**src/rtl/core/fwss_pkg.sv**
```systemverilog
// Shared types, codes and sizing constants of the flash write session sequencer.
package fwss_pkg;

    localparam int SECTOR_BYTES = 4096;
    localparam int PAGE_BYTES   = 256;
    localparam int MAX_SECTORS  = 128;

    localparam int ADDR_W  = 32;
    localparam int LEN_W   = 24;
    localparam int CLEN_W  = 9;
    localparam int SB_W    = $clog2(SECTOR_BYTES);
    localparam int PB_W    = $clog2(PAGE_BYTES);
    localparam int HI_W    = ADDR_W - SB_W;
    localparam int IDX_W   = (MAX_SECTORS > 1) ? $clog2(MAX_SECTORS) : 1;
    localparam int CHUNK_W = $clog2(PAGE_BYTES + 1);

    typedef enum logic [1:0] {
        KIND_OPEN  = 2'd0,
        KIND_WRITE = 2'd1,
        KIND_CLOSE = 2'd2,
        KIND_RESP  = 2'd3
    } t_kind;

    typedef enum logic [1:0] {
        FRES_OK     = 2'd0,
        FRES_FAIL   = 2'd1,
        FRES_VERIFY = 2'd2
    } t_fres;

    typedef enum logic [1:0] {
        RK_STATUS  = 2'd0,
        RK_ERASE   = 2'd1,
        RK_PROGRAM = 2'd2
    } t_rkind;

    typedef enum logic [2:0] {
        STS_OK         = 3'd0,
        STS_WRONG      = 3'd1,
        STS_BOUNDS     = 3'd2,
        STS_ERASE_FAIL = 3'd3,
        STS_WRITE_FAIL = 3'd4,
        STS_VERIFY     = 3'd5,
        STS_INCOMPLETE = 3'd6
    } t_status;

    typedef enum logic [2:0] {
        SES_CLOSED = 3'b001,
        SES_OPEN   = 3'b010,
        SES_ERROR  = 3'b100
    } t_session;

    typedef enum logic {
        CFG_REGION_BASE  = 1'b0,
        CFG_REGION_LIMIT = 1'b1
    } t_cfg_index;

    typedef struct packed {
        logic [1:0]        kind;
        logic [ADDR_W-1:0] address;
        logic [LEN_W-1:0]  length;
        logic [1:0]        flash_result;
    } t_item;

    typedef struct packed {
        logic [1:0]        result_kind;
        logic [ADDR_W-1:0] command_address;
        logic [CLEN_W-1:0] command_length;
        logic [2:0]        status;
    } t_result;

endpackage

```
**src/rtl/core/fwss_in_if.sv**
```systemverilog
// Input channel interface: session commands and flash responses.
interface fwss_in_if;
    logic        valid;
    logic        ready;
    logic [1:0]  kind;
    logic [31:0] address;
    logic [23:0] length;
    logic [1:0]  flash_result;

    modport source(output valid, output kind, output address, output length,
                   output flash_result, input ready);
    modport sink(input valid, input kind, input address, input length,
                 input flash_result, output ready);
endinterface

```
**src/rtl/core/fwss_out_if.sv**
```systemverilog
// Output channel interface: status reports and flash commands.
interface fwss_out_if;
    logic        valid;
    logic        ready;
    logic [1:0]  result_kind;
    logic [31:0] command_address;
    logic [8:0]  command_length;
    logic [2:0]  status;

    modport source(output valid, output result_kind, output command_address,
                   output command_length, output status, input ready);
    modport sink(input valid, input result_kind, input command_address,
                 input command_length, input status, output ready);
endinterface

```
**src/rtl/core/fwss_in_stage.sv**
```systemverilog
// Input register stage: captures one item and holds it until the engine takes it.
module fwss_in_stage (
    input  logic            i_clk,
    input  logic            i_rst_n,
    fwss_in_if.sink         i_item,
    input  logic            i_advance,
    output logic            o_valid,
    output fwss_pkg::t_item o_item
);
    logic            r_valid;
    fwss_pkg::t_item r_item;
    logic            w_take;

    assign i_item.ready = !r_valid || i_advance;
    assign w_take       = i_item.valid && i_item.ready;

    always_ff @(posedge i_clk) begin
        if (!i_rst_n) begin
            r_valid <= 1'b0;
        end else if (w_take) begin
            r_valid <= 1'b1;
        end else if (i_advance) begin
            r_valid <= 1'b0;
        end
    end

    always_ff @(posedge i_clk) begin
        if (w_take) begin
            r_item.kind         <= i_item.kind;
            r_item.address      <= i_item.address;
            r_item.length       <= i_item.length;
            r_item.flash_result <= i_item.flash_result;
        end
    end

    assign o_valid = r_valid;
    assign o_item  = r_item;
endmodule

```
**src/rtl/core/fwss_engine.sv**
```systemverilog
// Session engine: region registers, session state, sector bitmap and command issue.
module fwss_engine (
    input  logic                      i_clk,
    input  logic                      i_rst_n,
    input  logic                      i_cfg_we,
    input  logic                      i_cfg_index,
    input  logic [fwss_pkg::ADDR_W-1:0] i_cfg_data,
    input  logic                      i_fire,
    input  fwss_pkg::t_item           i_item,
    output fwss_pkg::t_result         o_result
);
    logic [fwss_pkg::ADDR_W-1:0]      r_base;
    logic [fwss_pkg::ADDR_W-1:0]      r_limit;
    fwss_pkg::t_session               r_ses, n_ses;
    logic                             r_busy, n_busy;
    logic                             r_is_erase, n_is_erase;
    logic [fwss_pkg::ADDR_W-1:0]      r_next, n_next;
    logic [fwss_pkg::LEN_W-1:0]       r_left, n_left;
    logic [fwss_pkg::CHUNK_W-1:0]     r_chunk, n_chunk;
    logic                             r_written, n_written;
    logic [fwss_pkg::MAX_SECTORS-1:0] r_erased, n_erased;

    // Candidate position for the next command and the issue logic on it.
    logic [fwss_pkg::ADDR_W-1:0]  w_cand;
    logic [fwss_pkg::LEN_W-1:0]   w_cand_left;
    logic [fwss_pkg::ADDR_W-1:0]  w_next_adv;
    logic [fwss_pkg::LEN_W-1:0]   w_left_adv;
    logic [fwss_pkg::HI_W-1:0]    w_cand_hi;
    logic [fwss_pkg::HI_W-1:0]    w_base_hi;
    logic [fwss_pkg::HI_W-1:0]    w_diff_hi;
    logic [fwss_pkg::IDX_W-1:0]   w_idx;
    logic                         w_iss_fail;
    logic [fwss_pkg::CHUNK_W-1:0] w_room;
    logic [fwss_pkg::CHUNK_W-1:0] w_chunk;
    logic                         w_bad_write;
    logic                         w_do_issue;
    logic                         w_mark;
    logic                         w_sect_erased;

    assign w_next_adv = r_next + fwss_pkg::ADDR_W'(r_chunk);
    assign w_left_adv = r_left - fwss_pkg::LEN_W'(r_chunk);

    always_comb begin
        if (i_item.kind == fwss_pkg::KIND_WRITE) begin
            w_cand      = i_item.address;
            w_cand_left = i_item.length;
        end else if (r_is_erase) begin
            w_cand      = r_next;
            w_cand_left = r_left;
        end else begin
            w_cand      = w_next_adv;
            w_cand_left = w_left_adv;
        end
    end

    assign w_cand_hi  = w_cand[fwss_pkg::ADDR_W-1:fwss_pkg::SB_W];
    assign w_base_hi  = r_base[fwss_pkg::ADDR_W-1:fwss_pkg::SB_W];
    assign w_diff_hi  = w_cand_hi - w_base_hi;
    assign w_idx      = w_diff_hi[fwss_pkg::IDX_W-1:0];
    assign w_iss_fail = (w_cand_hi < w_base_hi) ||
                        (w_diff_hi >= fwss_pkg::HI_W'(fwss_pkg::MAX_SECTORS));

    // A chunk runs to the end of its page or the end of the write, whichever comes first.
    assign w_room  = fwss_pkg::CHUNK_W'(fwss_pkg::PAGE_BYTES)
                   - fwss_pkg::CHUNK_W'(w_cand[fwss_pkg::PB_W-1:0]);
    assign w_chunk = (fwss_pkg::LEN_W'(w_room) > w_cand_left)
                   ? w_cand_left[fwss_pkg::CHUNK_W-1:0] : w_room;

    assign w_bad_write = (i_item.length == '0) || (i_item.address < r_base) ||
                         (i_item.address >= r_limit) ||
                         (fwss_pkg::ADDR_W'(i_item.length) > (r_limit - i_item.address));

    always_comb begin
        n_ses      = r_ses;
        n_busy     = r_busy;
        n_is_erase = r_is_erase;
        n_next     = r_next;
        n_left     = r_left;
        n_chunk    = r_chunk;
        n_written  = r_written;
        n_erased   = r_erased;
        w_do_issue = 1'b0;
        w_mark     = 1'b0;
        o_result.result_kind     = fwss_pkg::RK_STATUS;
        o_result.command_address = '0;
        o_result.command_length  = '0;
        o_result.status          = fwss_pkg::STS_OK;

        case (i_item.kind)
            fwss_pkg::KIND_OPEN: begin
                if (r_ses != fwss_pkg::SES_CLOSED) begin
                    o_result.status = fwss_pkg::STS_WRONG;
                end else begin
                    n_erased  = '0;
                    n_ses     = fwss_pkg::SES_OPEN;
                    n_busy    = 1'b0;
                    n_written = 1'b0;
                end
            end
            fwss_pkg::KIND_WRITE: begin
                if (r_ses != fwss_pkg::SES_OPEN || r_busy) begin
                    o_result.status = fwss_pkg::STS_WRONG;
                end else if (w_bad_write) begin
                    n_ses           = fwss_pkg::SES_ERROR;
                    n_busy          = 1'b0;
                    o_result.status = fwss_pkg::STS_BOUNDS;
                end else begin
                    n_next     = i_item.address;
                    n_left     = i_item.length;
                    n_busy     = 1'b1;
                    w_do_issue = 1'b1;
                end
            end
            fwss_pkg::KIND_CLOSE: begin
                if (r_ses == fwss_pkg::SES_CLOSED) begin
                    o_result.status = fwss_pkg::STS_WRONG;
                end else begin
                    n_ses  = fwss_pkg::SES_CLOSED;
                    n_busy = 1'b0;
                    if (!(r_ses == fwss_pkg::SES_OPEN && !r_busy && r_written)) begin
                        o_result.status = fwss_pkg::STS_INCOMPLETE;
                    end
                end
            end
            default: begin
                if (!r_busy) begin
                    o_result.status = fwss_pkg::STS_WRONG;
                end else if (i_item.flash_result != fwss_pkg::FRES_OK) begin
                    n_ses  = fwss_pkg::SES_ERROR;
                    n_busy = 1'b0;
                    if (r_is_erase) begin
                        o_result.status = fwss_pkg::STS_ERASE_FAIL;
                    end else if (i_item.flash_result == fwss_pkg::FRES_VERIFY) begin
                        o_result.status = fwss_pkg::STS_VERIFY;
                    end else begin
                        o_result.status = fwss_pkg::STS_WRITE_FAIL;
                    end
                end else if (r_is_erase) begin
                    // The sector just erased is marked and its first chunk goes out now.
                    w_do_issue = 1'b1;
                    w_mark     = 1'b1;
                end else begin
                    n_next = w_next_adv;
                    n_left = w_left_adv;
                    if (w_left_adv == '0) begin
                        n_busy    = 1'b0;
                        n_written = 1'b1;
                    end else begin
                        w_do_issue = 1'b1;
                    end
                end
            end
        endcase

        w_sect_erased = r_erased[w_idx] || w_mark;
        if (w_do_issue) begin
            if (w_iss_fail) begin
                n_ses           = fwss_pkg::SES_ERROR;
                n_busy          = 1'b0;
                o_result.status = fwss_pkg::STS_BOUNDS;
            end else if (!w_sect_erased) begin
                n_is_erase = 1'b1;
                o_result.result_kind     = fwss_pkg::RK_ERASE;
                o_result.command_address = {w_cand_hi, fwss_pkg::SB_W'(0)};
            end else begin
                if (w_mark) begin
                    n_erased[w_idx] = 1'b1;
                end
                n_is_erase = 1'b0;
                n_chunk    = w_chunk;
                o_result.result_kind     = fwss_pkg::RK_PROGRAM;
                o_result.command_address = w_cand;
                o_result.command_length  = fwss_pkg::CLEN_W'(w_chunk);
            end
        end
    end

    always_ff @(posedge i_clk) begin
        if (!i_rst_n) begin
            r_base  <= '0;
            r_limit <= '0;
        end else if (i_cfg_we) begin
            if (i_cfg_index == fwss_pkg::CFG_REGION_BASE) begin
                r_base <= i_cfg_data;
            end else begin
                r_limit <= i_cfg_data;
            end
        end
    end

    always_ff @(posedge i_clk) begin
        if (!i_rst_n) begin
            r_ses      <= fwss_pkg::SES_CLOSED;
            r_busy     <= 1'b0;
            r_is_erase <= 1'b0;
            r_next     <= '0;
            r_left     <= '0;
            r_chunk    <= '0;
            r_written  <= 1'b0;
            r_erased   <= '0;
        end else if (i_fire) begin
            r_ses      <= n_ses;
            r_busy     <= n_busy;
            r_is_erase <= n_is_erase;
            r_next     <= n_next;
            r_left     <= n_left;
            r_chunk    <= n_chunk;
            r_written  <= n_written;
            r_erased   <= n_erased;
        end
    end
endmodule

```
**src/rtl/core/fwss_out_stage.sv**
```systemverilog
// Result register stage: holds one result until the sink takes the transfer.
module fwss_out_stage (
    input  logic              i_clk,
    input  logic              i_rst_n,
    input  logic              i_load,
    input  fwss_pkg::t_result i_result,
    output logic              o_can_load,
    fwss_out_if.source        o_result
);
    logic              r_valid;
    fwss_pkg::t_result r_result;

    assign o_can_load = !r_valid || o_result.ready;

    always_ff @(posedge i_clk) begin
        if (!i_rst_n) begin
            r_valid <= 1'b0;
        end else if (i_load) begin
            r_valid <= 1'b1;
        end else if (o_result.ready) begin
            r_valid <= 1'b0;
        end
    end

    always_ff @(posedge i_clk) begin
        if (i_load) begin
            r_result <= i_result;
        end
    end

    assign o_result.valid           = r_valid;
    assign o_result.result_kind     = r_result.result_kind;
    assign o_result.command_address = r_result.command_address;
    assign o_result.command_length  = r_result.command_length;
    assign o_result.status          = r_result.status;
endmodule

```
**src/rtl/core/flash_write_session_sequencer_core.sv**
```systemverilog
// Top level of the flash write session sequencer.
//
//   channel   direction  contents
//   i_item    in         kind, address, length, flash_result
//   o_result  out        result_kind, command_address, command_length, status
//   i_cfg_*   in         region_base (index 0), region_limit (index 1)
//
// Every item produces exactly one result: the item is held in the input register,
// and its result is held in the result register.
// A new item can be taken every cycle unless a result stalls; the session engine
// between the two registers handles each item combinationally.
// Reset clears the session to closed, the sector bitmap and both region registers.
// A stalled result holds the engine, and the input register then fills and drops ready.
module flash_write_session_sequencer_core (
    input  logic                        i_clk,
    input  logic                        i_rst_n,
    input  logic                        i_cfg_we,
    input  logic                        i_cfg_index,
    input  logic [fwss_pkg::ADDR_W-1:0] i_cfg_data,
    fwss_in_if.sink                     i_item,
    fwss_out_if.source                  o_result
);
    logic              w_item_valid;
    fwss_pkg::t_item   w_item;
    fwss_pkg::t_result w_result;
    logic              w_can_load;
    logic              w_fire;

    assign w_fire = w_item_valid && w_can_load;

    fwss_in_stage u_in_stage (
        .i_clk     (i_clk),
        .i_rst_n   (i_rst_n),
        .i_item    (i_item),
        .i_advance (w_fire),
        .o_valid   (w_item_valid),
        .o_item    (w_item)
    );

    fwss_engine u_engine (
        .i_clk       (i_clk),
        .i_rst_n     (i_rst_n),
        .i_cfg_we    (i_cfg_we),
        .i_cfg_index (i_cfg_index),
        .i_cfg_data  (i_cfg_data),
        .i_fire      (w_fire),
        .i_item      (w_item),
        .o_result    (w_result)
    );

    fwss_out_stage u_out_stage (
        .i_clk      (i_clk),
        .i_rst_n    (i_rst_n),
        .i_load     (w_fire),
        .i_result   (w_result),
        .o_can_load (w_can_load),
        .o_result   (o_result)
    );
endmodule

```
**src/flat_wrapper.sv**
```systemverilog
// flat-port wrapper written by rule: the top's interface ports become plain ports
module flash_write_session_sequencer_core_flat 
  (i_clk, i_rst_n, i_cfg_we, i_cfg_index, i_cfg_data, i_item_valid, i_item_kind, i_item_address, i_item_length, i_item_flash_result, i_item_ready, o_result_valid, o_result_result_kind, o_result_command_address, o_result_command_length, o_result_status, o_result_ready);
  fwss_in_if i_item_i ();
  fwss_out_if o_result_i ();
  input  logic i_clk;
  input  logic i_rst_n;
  input  logic i_cfg_we;
  input  logic i_cfg_index;
  input  logic [fwss_pkg::ADDR_W-1:0] i_cfg_data;
  input wire logic [$bits(i_item_i.valid)-1:0] i_item_valid;
  input wire logic [$bits(i_item_i.kind)-1:0] i_item_kind;
  input wire logic [$bits(i_item_i.address)-1:0] i_item_address;
  input wire logic [$bits(i_item_i.length)-1:0] i_item_length;
  input wire logic [$bits(i_item_i.flash_result)-1:0] i_item_flash_result;
  output wire logic [$bits(i_item_i.ready)-1:0] i_item_ready;
  output wire logic [$bits(o_result_i.valid)-1:0] o_result_valid;
  output wire logic [$bits(o_result_i.result_kind)-1:0] o_result_result_kind;
  output wire logic [$bits(o_result_i.command_address)-1:0] o_result_command_address;
  output wire logic [$bits(o_result_i.command_length)-1:0] o_result_command_length;
  output wire logic [$bits(o_result_i.status)-1:0] o_result_status;
  input wire logic [$bits(o_result_i.ready)-1:0] o_result_ready;
  assign i_item_i.valid = i_item_valid;
  assign i_item_i.kind = i_item_kind;
  assign i_item_i.address = i_item_address;
  assign i_item_i.length = i_item_length;
  assign i_item_i.flash_result = i_item_flash_result;
  assign i_item_ready = i_item_i.ready;
  assign o_result_valid = o_result_i.valid;
  assign o_result_result_kind = o_result_i.result_kind;
  assign o_result_command_address = o_result_i.command_address;
  assign o_result_command_length = o_result_i.command_length;
  assign o_result_status = o_result_i.status;
  assign o_result_i.ready = o_result_ready;
  flash_write_session_sequencer_core u_core (.i_clk(i_clk), .i_rst_n(i_rst_n), .i_cfg_we(i_cfg_we), .i_cfg_index(i_cfg_index), .i_cfg_data(i_cfg_data), .i_item(i_item_i), .o_result(o_result_i));
endmodule
```
**config.mk**
```make
export PLATFORM = sky130hd
export DESIGN_NAME = flash_write_session_sequencer_core_flat
export DESIGN_NICKNAME = d
export VERILOG_FILES = /design/src/rtl/core/fwss_pkg.sv /design/src/rtl/core/fwss_in_if.sv /design/src/rtl/core/fwss_out_if.sv /design/src/rtl/core/fwss_in_stage.sv /design/src/rtl/core/fwss_engine.sv /design/src/rtl/core/fwss_out_stage.sv /design/src/rtl/core/flash_write_session_sequencer_core.sv /design/src/flat_wrapper.sv
export SDC_FILE = /design/constraint.sdc
export NUM_CORES = 1
export LEC_CHECK = 0
export BUFFER_PORTS_ARGS = -buffer_cell sky130_fd_sc_hd__clkbuf_2
export CAP_MARGIN = 5
export CORE_ASPECT_RATIO = 0.9
export CORE_MARGIN = 10
export CORE_UTILIZATION = 54
export DETAILED_ROUTE_END_ITERATION = 6
export PLACE_DENSITY_LB_ADDON = 0.3
export RECOVER_POWER = 25
export SLEW_MARGIN = 20
export SYNTH_ARGS = -nofsm -noshare
export SYNTH_HDL_FRONTEND = slang
export SYNTH_SLANG_ARGS = --single-unit
```
**constraint.sdc**
```tcl
create_clock -name i_clk -period 19.37 [get_ports i_clk]
set_input_delay 1.937 -clock i_clk [delete_from_list [all_inputs] [get_ports i_clk]]
set_output_delay 1.937 -clock i_clk [all_outputs]
set_load 0.03 [all_outputs]
```
==> results.sh, run 1 <==
export IMPL_status="complete, but fails checks"
export IMPL_violations="max-capacitance violations, max-slew violations"
export IMPL_dp_slack_ns=11.54
export IMPL_holdPathStages=2
export IMPL_fin_nets=2799
export IMPL_yosysMostFrequentCell="nand2_1"
export IMPL_critPathCaptureType="register"
export IMPL_irDropWorstVdd_uv=59.76
export IMPL_post_cts_resized=0
export IMPL_crit_top_cell="o21ai_0"
export IMPL_path_max_fanout=37
export IMPL_r2r_start="u_core.u_engine.r_chunk[0]"
export IMPL_finalCritPeriodShare=0.4122
export IMPL_grt_antenna_before_repair=0
export IMPL_fillers=3451
export IMPL_reg2reg_depth=26
export IMPL_cts_hold_buf=0
export IMPL_clk_latency_ns=0.58
export IMPL_ys_ff_latch=371
export IMPL_yosys_top_cells_count="nand2_1, dfxtp_1, a21oi_1"
export IMPL_dpl_cell_area_um2=22560
export IMPL_cts_tree="done"
export IMPL_grt_max_degree=74
export IMPL_synth_area_leader_cell="dfxtp_1"
export IMPL_powerDensity_nw_per_um2=79.71
export IMPL_skew_ns=0.02692
export IMPL_hold_end="u_core.u_engine.r_erased[48]"
export IMPL_synthCells=2480
export IMPL_htree_levels=2
export IMPL_grt_pass1_vias=18031
export IMPL_setup_ws_ns=11.39
export IMPL_cp_arrival_ns=8.38
export IMPL_cp_slowest_stage_delay_ns=0.89
export IMPL_path_class="reg -> reg"
export IMPL_whs_ns=0.4515
export IMPL_grt_pass1_wl_um=101700
export IMPL_maxCapViolations=2
export IMPL_required_ns=19.76
export IMPL_antenna_cells=0
export IMPL_overflow=0
export IMPL_r2r_end="u_core.u_engine.r_erased[5]"
export IMPL_core_area_um2=39450
export IMPL_hp_start="u_core.u_engine.r_erased[48]"
export IMPL_clockBufferDepth=3
export IMPL_hold_violations=0
export IMPL_row_count=69
export IMPL_finalCriticalPeriod_ns=7.984
export IMPL_netlist_area_leader_share=0.2464
export IMPL_grt_usage=0.2635
export IMPL_layout_drive_gt1_share=0.1244
export IMPL_ioPinCount=146
export IMPL_synth_seq_area_share=0.3942
export IMPL_post_route_util=0.6053
export IMPL_synth_edf_count=106
export IMPL_cts_setup_buffers=0
export IMPL_dieHeight_um=209.4
export IMPL_numPortBuffers=145
export IMPL_max_freq_mhz=125.2
export IMPL_ys_top_cells_by_area="dfxtp_1, edfxtp_1, ha_1, nand2_1, a21oi_1"
export IMPL_vias_per_cell=6.086
export IMPL_hpwlAfterDp_um=48450
export IMPL_avgSynthCellArea_um2=8.682
export IMPL_async_flop_share=0
export IMPL_maxSlewViolCount=121
export IMPL_finalWirelength_um=64940
export IMPL_die_width_um=230.5
export IMPL_design_area_um2=23880
export IMPL_first_pass_iters=6
export IMPL_synthToLayoutAreaGrowth_pct=10.93
export IMPL_total_leakage_power_nw=9.170
export IMPL_critPathSlowestCell="nand3b_1"
export IMPL_r2r_setup_slack_ns=11.39
export IMPL_place_gp_congestion=0.9803
export IMPL_max_slew_margin_rel=-1.292
export IMPL_setup_viol=0
export IMPL_worst_slew_pin_transition_ns=3.438
export IMPL_drc=0
export IMPL_cts_root_buf="clkbuf_16"
export IMPL_clock_sinks=371
export IMPL_yosys_warnings=0
export IMPL_syn_area_um2=21530
export IMPL_ant_nets=0
export IMPL_hold_class="reg -> reg"
export IMPL_setup_tns_ns=0
export IMPL_cts_made_buffers=40
export IMPL_cp_start_kind="register"
export IMPL_dieArea_um2=48270
export IMPL_drtIter0Drc=2080
export IMPL_rsz0062_at_grt="no"
export IMPL_syn_nets=2722
export IMPL_yosys_cell_types_count=87
export IMPL_vias=18993
export IMPL_clkTransAtPathRegs_ns=0.07
export IMPL_wl_per_cell_um=20.81
export IMPL_initial_core_util=0.5457
export IMPL_synthFlopType="dfxtp_1"
worst max-delay path: cells and delay by family (launching register included):
family	cells	cell delay, ns
AO/OA/AOI/OAI	12	3.16
adder cells (fa/ha/maj)	4	1.31
AND/OR/NAND/NOR	2	0.97
buffers and inverters	4	0.86
multiplexers	2	0.85
flip-flops	1	0.34
XOR/XNOR	2	0.31
state kept, by name, indices dropped and copies added (netlist names):
register	cells
u_core.u_in_stage.o_item	60
u_core.u_engine.r_chunk	9
u_core.u_engine.r_ses	3
u_core.u_in_stage.o_valid	1
u_core.u_out_stage.o_result.command_length	9
u_core.u_engine.r_erased	128
u_core.u_out_stage.o_result.command_address	32
u_core.u_engine.r_next	32
u_core.u_engine.r_busy	1
u_core.u_out_stage.o_result.result_kind	2
u_core.u_out_stage.o_result.status	3
u_core.u_engine.r_left	24
u_core.u_engine.r_is_erase	1
u_core.u_engine.r_base	32
u_core.u_engine.r_limit	32
u_core.u_engine.r_written	1
u_core.u_out_stage.o_result.valid	1
cells in the final DEF, fill, tap and decap left out, drive strengths merged, types with 69 or more instances in the layout:
cell	synthesis	layout
inv	116	118
ha	140	140
clkbuf	94	202
dfxtp	265	265
o21ai	223	223
mux2i	69	69
nor2	173	173
edfxtp	106	106
a21oi	188	188
nand2	434	434
metal layers:
layer | share of wire | up-vias | global-route usage
met5 | 0 | - | 0
met4 | 0.035 | 0 | 0.09451
met3 | 0.085 | 128 | 0.05245
met2 | 0.43 | 881 | 0.3931
met1 | 0.45 | 8988 | 0.3719
li1 | - | 8996 | -
cells by family after synthesis:
kind of cell / after synthesis / share of synthesized area
adder cells (fa/ha/maj): 144 / 0.08508
multiplexers: 102 / 0.06346
AO/OA/AOI/OAI: 622 / 0.1814
flip-flops: 371 / 0.3942
AND/OR/NAND/NOR: 905 / 0.1922
buffers and inverters: 247 / 0.04707
XOR/XNOR: 89 / 0.03655
final cells by class:
cell class	instances	area [µm²]	area share
flip-flops and latches	371	8488	0.3554
inverters	117	441.7	0.01849
clock inverters	18	141.4	0.005920
multi-input cells	1862	12090	0.5063
clock buffers	56	1189	0.04977
well taps	532	665.6	0.02787
repair buffers	165	864.6	0.03620
worst max-delay path by stage:
stage	from	endpoint	slack, ns	cells after the start
finish	u_core.u_engine.r_chunk[0]	u_core.u_engine.r_erased[5]	11.39	26
global route	u_core.u_engine.r_next[0]	u_core.u_engine.r_erased[20]	10.74	26
detailed placement	u_core.u_engine.r_next[0]	u_core.u_engine.r_erased[20]	11.54	26
global placement	u_core.u_engine.r_next[0]	u_core.u_engine.r_erased[66]	11.72	26
floorplan	u_core.u_engine.r_next[0]	u_core.u_out_stage.o_result.command_address[7]	12.89	27
CTS	u_core.u_engine.r_chunk[0]	u_core.u_engine.r_erased[20]	11.50	26
power by group:
group	switching (mW)	internal, mW	leakage (nW)
clock	0.329	0.446	0.665
combinational	0.191	0.103	5.34
sequential	0.0168	0.818	3.17
per-stage QoR:
step / power (mW) / instances
6_report: 1.904 / 3121
5_1_grt: 1.979 / 3121
4_1_cts: 1.907 / 3120
3_5_place_dp: 1.137 / 3046
3_3_place_gp: 1.131 / 3046
2_1_floorplan: 1.047 / 2480
(Power assumes the default switching activity.)
==> run 2, diff against run 1 <==
- clock period: 19.37 -> 8.19 ns (I/O delays scaled with it)
==> run 2 against run 1 <==
Against the previous run: the run still ends with max-capacitance violations, max-slew violations left; critical endpoint is now u_core.u_engine.r_erased[97]; final cell count increased by 0.19%; largest power group unchanged; register-to-register slack worse by 10 ns; sequential share of layout area down 0.11 points; combinational power grew 140%; die area unchanged; largest cell class unchanged; sequential power up 140%; flip-flop and latch count did not move; critical path depth is 1 higher; fmax rose by 10%; count of clock-buffer cells in the layout increased by 4; setup slack lost 10 ns; critical path type unchanged.
==> results.sh, run 2 (synthesis gave the netlist of run 1 again) <==
export IMPL_status="complete, but fails checks"
export IMPL_violations="max-capacitance violations, max-slew violations"
export IMPL_cts_tree="done"
export IMPL_vias=18884
export IMPL_overflow=0
export IMPL_powerDensity_nw_per_um2=189.3
export IMPL_maxCapViolations=2
export IMPL_largest_register_ffs=128
export IMPL_design_area_um2=23960
export IMPL_hold_violations=0
export IMPL_required_ns=8.61
export IMPL_crit_path_start="u_core.u_engine.r_next[0]"
export IMPL_grt_antenna_before_repair=0
export IMPL_drc=0
export IMPL_cts_setup_buffers=0
export IMPL_place_gp_congestion=0.9636
export IMPL_initial_core_util=0.5457
export IMPL_max_freq_mhz=137.8
export IMPL_dieHeight_um=209.4
export IMPL_p_switching_mw=1.260
export IMPL_grt_pass1_wl_um=100600
export IMPL_row_count=69
export IMPL_worst_slew_pin_transition_ns=5.162
export IMPL_clk_latency_ns=0.56
export IMPL_cp_start_kind="register"
export IMPL_p_sw_frac=0.2778
export IMPL_grt_use_met3=0.05097
export IMPL_critPathCaptureType="register"
export IMPL_clkTransAtPathRegs_ns=0.07
export IMPL_die_width_um=230.5
export IMPL_rsz0062_at_grt="no"
export IMPL_multi_input_area_um2=12090
export IMPL_finalCritPeriodShare=0.8864
export IMPL_drtIter0Drc=2157
export IMPL_r2r_start="u_core.u_engine.r_next[0]"
export IMPL_irDropWorstVdd_uv=164.4
export IMPL_clockBufferDepth=3
export IMPL_layout_commonest_cell="nand2_1"
export IMPL_antenna_cells=0
export IMPL_cts_hold_buf=0
export IMPL_p_int_mw=3.276
export IMPL_reg2reg_depth=27
export IMPL_hpwlAfterDp_um=47690
export IMPL_wl_per_cell_um=20.45
export IMPL_hp_start="i_item_length[11]"
export IMPL_numPortBuffers=145
export IMPL_total_leakage_power_nw=9.203
export IMPL_vias_per_cell=6.039
export IMPL_busiest_layer="met2"
export IMPL_cp_slowest_stage_delay_ns=0.87
export IMPL_fin_nets=2805
export IMPL_ant_nets=0
export IMPL_skew_ns=0.02559
export IMPL_p_seq_frac=0.435
export IMPL_finalWirelength_um=63960
export IMPL_hold_end="u_core.u_in_stage.o_item[13]"
export IMPL_ioPinCount=146
export IMPL_r2r_end="u_core.u_engine.r_erased[97]"
export IMPL_first_pass_iters=6
export IMPL_setup_tns_ns=0
export IMPL_holdPathStages=1
export IMPL_post_cts_resized=0
export IMPL_critPathSlowestCell="fa_1"
export IMPL_largest_register="u_core.u_engine.r_erased"
export IMPL_r2r_setup_slack_ns=0.93
export IMPL_maxSlewViolCount=169
export IMPL_setup_viol=0
export IMPL_finalCriticalPeriod_ns=7.259
export IMPL_core_area_um2=39450
export IMPL_path_class="reg -> reg"
export IMPL_cts_root_buf="clkbuf_16"
export IMPL_grt_usage=0.2577
export IMPL_clock_sinks=371
export IMPL_path_max_fanout=32
export IMPL_gr_usage_met1=0.3559
export IMPL_dieArea_um2=48270
export IMPL_pwr_share_clk=0.412
export IMPL_register_area_um2=8488
export IMPL_layout_drive_gt1_share=0.1249
export IMPL_grt_max_degree=108
export IMPL_cts_made_buffers=40
export IMPL_hold_class="in -> reg"
export IMPL_use_met2=0.3943
export IMPL_fillers=3525
export IMPL_cp_arrival_ns=7.68
export IMPL_synthToLayoutAreaGrowth_pct=11.27
export IMPL_crit_top_cell="o21ai_0"
export IMPL_max_slew_margin_rel=-2.441
export IMPL_mostFrequentLayoutCells="nand2_1, dfxtp_1, a21oi_1"
export IMPL_grt_pass1_vias=18169
export IMPL_dpl_cell_area_um2=22620
export IMPL_htree_levels=2
export IMPL_p_comb_frac=0.153
[run 2: how the worst max path moves through the flow]
stage                                                     endpoint  slack [ns]
floorplan           u_core.u_out_stage.o_result.command_address[7]        1.71
global placement                      u_core.u_engine.r_erased[96]        1.17
detailed placement                    u_core.u_engine.r_erased[97]        1.03
CTS                                   u_core.u_engine.r_erased[97]         1.0
global route                          u_core.u_engine.r_erased[97]        0.38
finish                                u_core.u_engine.r_erased[97]        0.93
[run 2: layout make-up]
cell class | count | share of cell area
clock buffers | 60 | 0.05050
clock inverters | 14 | 0.006110
inverters | 117 | 0.01844
multi-input cells | 1862 | 0.5048
flip-flops and latches | 371 | 0.3543
well taps | 532 | 0.02778
repair buffers | 171 | 0.03807
[run 2: layer usage]
metal,vias up,part of all wire
met3,119,0.084
met5,-,0
li1,9006,-
met4,0,0.032
met1,8974,0.44
met2,785,0.44
[run 2: power groups by stage]
stage / clock (mW) / combinational, mW / sequential [mW]
6_report: 1.87 / 0.695 / 1.97
3_3_place_gp: 0 / 0.663 / 2.01
2_1_floorplan: 0 / 0.468 / 2.01
4_1_cts: 1.90 / 0.682 / 1.97
5_1_grt: 1.97 / 0.764 / 1.98
3_5_place_dp: 0 / 0.678 / 2.01
[run 2: through the flow]
stage | utilization | std cells | hold WS (ns) | setup WS (ns) | total power [mW]
6_report | 0.6072 | 3127 | 0.4309 | 0.9306 | 4.536
5_1_grt | 0.6072 | 3127 | 0.4139 | 0.3764 | 4.711
4_1_cts | 0.6077 | 3127 | 0.4080 | 0.9978 | 4.553
3_5_place_dp | 0.5733 | 3053 | 0.4376 | 1.033 | 2.688
3_3_place_gp | 0.5733 | 3053 | 0.4284 | 1.173 | 2.673
2_1_floorplan | - | 2480 | 0.4198 | 1.714 | 2.476
[run 2: worst max-delay path, delay by kind of cell, from the launching register on]
kind | cells | cell delay [ns]
multiplexers | 2 | 0.74
buffers and inverters | 5 | 1.08
AO/OA/AOI/OAI | 12 | 2.40
AND/OR/NAND/NOR | 3 | 0.71
flip-flops | 1 | 0.33
adder cells (fa/ha/maj) | 4 | 1.70
XOR/XNOR | 1 | 0.14
==> run 3, diff against run 2 <==
- SYNTH_HIERARCHICAL: not set -> 1
==> run 3 against run 2 <==
Against the previous run: the run still ends with max-capacitance violations, max-slew violations left; critical endpoint is now u_core/u_out_stage/o_result.command_address[8]; utilization down 0.54 points; clock power hardly changed; largest cell class unchanged; combinational power up 88%; via count increased by 17%; flip-flop and latch count unchanged.
==> results.sh, run 3 <==
export IMPL_status="complete, but fails checks"
export IMPL_violations="max-capacitance violations, max-slew violations"
export IMPL_ys_top_cells_by_area="dfxtp_1, edfxtp_1, nand2_1, ha_1, a21oi_1"
export IMPL_fin_nets=3064
export IMPL_place_gp_congestion=0.9645
export IMPL_clock_sinks=371
export IMPL_post_cts_resized=0
export IMPL_layout_commonest_cell="nand2_1"
export IMPL_yosys_warnings=6
export IMPL_dpl_cell_area_um2=23930
export IMPL_cts_setup_buffers=0
export IMPL_max_freq_mhz=137.6
export IMPL_cts_made_buffers=40
export IMPL_largest_register_ffs=128
export IMPL_layout_drive_gt1_share=0.1038
export IMPL_total_leakage_power_nw=9.497
export IMPL_grt_pass1_wl_um=115000
export IMPL_finalWirelength_um=73810
export IMPL_path_max_fanout=94
export IMPL_ioPinCount=146
export IMPL_cts_hold_buf=0
export IMPL_grt_max_degree=99
export IMPL_synth_edf_count=106
export IMPL_critPathCaptureType="register"
export IMPL_setup_tns_ns=0
export IMPL_synthToLayoutAreaGrowth_pct=9.709
export IMPL_grt_antenna_before_repair=2
export IMPL_clockBufferDepth=3
export IMPL_drc=0
export IMPL_finalCriticalPeriod_ns=7.269
export IMPL_synthCells=2779
export IMPL_row_count=71
export IMPL_worst_slew_pin_transition_ns=3.255
export IMPL_dieArea_um2=51270
export IMPL_powerDensity_nw_per_um2=203.7
export IMPL_r2r_setup_slack_ns=0.92
export IMPL_r2r_start="u_core/u_engine/r_chunk[0]"
export IMPL_cp_start_kind="register"
export IMPL_hp_start="i_item_flash_result[0]"
export IMPL_cts_root_buf="clkbuf_16"
export IMPL_maxSlewViolCount=60
export IMPL_vias=22059
export IMPL_syn_nets=3021
export IMPL_syn_area_um2=23000
export IMPL_drtIter0Drc=2590
export IMPL_clk_latency_ns=0.57
export IMPL_hold_end="u_core/u_in_stage/o_item[0]"
export IMPL_setup_viol=0
export IMPL_grt_pass1_vias=20647
export IMPL_ant_nets=0
export IMPL_synth_seq_area_share=0.3690
export IMPL_skew_ns=0.02539
export IMPL_design_area_um2=25240
export IMPL_synth_area_leader_cell="dfxtp_1"
export IMPL_path_class="reg -> reg"
export IMPL_die_width_um=237.6
export IMPL_maxCapViolations=1
export IMPL_grt_usage=0.2759
export IMPL_r2r_end="u_core/u_out_stage/o_result.command_address[8]"
export IMPL_reg2reg_depth=26
export IMPL_initial_core_util=0.5486
export IMPL_yosysMostFrequentCell="nand2_1"
export IMPL_cp_slowest_stage_delay_ns=1.00
export IMPL_crit_top_cell="o211ai_1"
export IMPL_mostFrequentLayoutCells="nand2_1, dfxtp_1, a21oi_1"
export IMPL_hpwlAfterDp_um=53880
export IMPL_ys_ff_latch=371
export IMPL_rsz0062_at_grt="no"
export IMPL_wl_per_cell_um=21.70
export IMPL_hold_class="in -> reg"
export IMPL_async_flop_share=0
export IMPL_vias_per_cell=6.486
export IMPL_avgSynthCellArea_um2=8.278
export IMPL_numPortBuffers=145
export IMPL_critPathSlowestCell="fa_2"
export IMPL_yosys_cell_types_count=102
export IMPL_holdPathStages=1
export IMPL_cts_tree="done"
export IMPL_synthFlopType="dfxtp_1"
export IMPL_cp_arrival_ns=7.56
export IMPL_dieHeight_um=215.8
export IMPL_htree_levels=2
export IMPL_hold_violations=0
export IMPL_core_area_um2=41930
export IMPL_required_ns=8.48
export IMPL_first_pass_iters=7
export IMPL_clkTransAtPathRegs_ns=0.06
export IMPL_finalCritPeriodShare=0.8875
export IMPL_netlist_area_leader_share=0.2306
export IMPL_yosys_top_cells_count="nand2_1, dfxtp_1, a21oi_1"
export IMPL_overflow=0
export IMPL_irDropWorstVdd_uv=153.1
export IMPL_max_slew_margin_rel=-1.170
export IMPL_largest_register="u_core/u_engine/r_erased"
## run 3: cell types whose count changed after synthesis, moves of 25 or more
cell / change
a21oi_1: +43
o21ai_2: -30
mux2i_1: -42
o21a_1: +25
o21ai_0: +52
o21ai_1: -28
nor2_1: -53
clkbuf_1: +43
o31ai_1: +48
nand3_1: +55
nand2_1: +49
## run 3: cells by family (layout without fill, tap and decap cells)
family                   count (synthesis)  in the layout  synth area share
adder cells (fa/ha/maj)                144            144           0.07963
XOR/XNOR                                60             60           0.02284
AND/OR/NAND/NOR                        994            994            0.2036
other                                    0              1                 0
multiplexers                            48             48           0.02692
buffers and inverters                  311            385           0.05760
AO/OA/AOI/OAI                          851            851            0.2404
flip-flops                             371            371            0.3690
## run 3: area by class of cell
type                       count  area [µm²]
clock inverter                12       117.6
tap                          547       684.4
clock buffer                  61        1206
fill                        3791       16690
timing repair buffer         178       973.4
inverter                     134       504.2
multi-input combinational   2097       13260
antenna                        1       2.502
sequential                   371        8488
## run 3: per-layer routing
layer,track usage,part of all wire
met5,0,0
met4,0.1006,0.036
met3,0.06433,0.11
met2,0.4239,0.44
met1,0.3717,0.41
## run 3: report_power, final
group	switching [mW]	internal [mW]
registers	0.0497	1.94
clock network	0.758	1.08
logic	0.838	0.473
total	1.65	3.50
## run 3: worst max path at each step
stage / start / end / slack, ns / cells after the start
after global routing: u_core/u_engine/r_chunk[0] / u_core/u_engine/r_erased[65] / 0.37 / 24
after detailed placement: u_core/u_engine/r_chunk[0] / u_core/u_out_stage/o_result.command_address[8] / 1.06 / 26
after floorplan: u_core/u_engine/r_chunk[0] / u_core/u_out_stage/o_result.command_address[7] / 2.24 / 27
after CTS: u_core/u_engine/r_chunk[0] / u_core/u_out_stage/o_result.command_address[8] / 1.04 / 26
after global placement: u_core/u_engine/r_chunk[0] / u_core/u_out_stage/o_result.command_address[8] / 1.24 / 26
final: u_core/u_engine/r_chunk[0] / u_core/u_out_stage/o_result.command_address[8] / 0.92 / 26
## run 3: critical path, delay by kind of cell (launching register included)
family,cells,cell delay (ns)
and+or+nand+nor,3,0.32
muxes,2,0.70
AOI/OAI and AO/OA,11,2.46
DFF,1,0.38
buffers and inverters,6,1.17
adders and majority gates,4,1.89
## run 3: stage by stage
stage | total power, mW | cells | hold slack (ns) | utilization | setup slack, ns
finish | 5.141 | 3401 | 0.4243 | 0.6019 | 0.9213
global route | 5.353 | 3401 | 0.4180 | 0.6019 | 0.3672
CTS | 5.125 | 3398 | 0.4018 | 0.6023 | 1.040
detailed placement | 3.298 | 3325 | 0.4368 | 0.5708 | 1.056
global placement | 3.271 | 3325 | 0.4283 | 0.5705 | 1.241
floorplan | 2.943 | 2779 | 0.4161 | - | 2.241
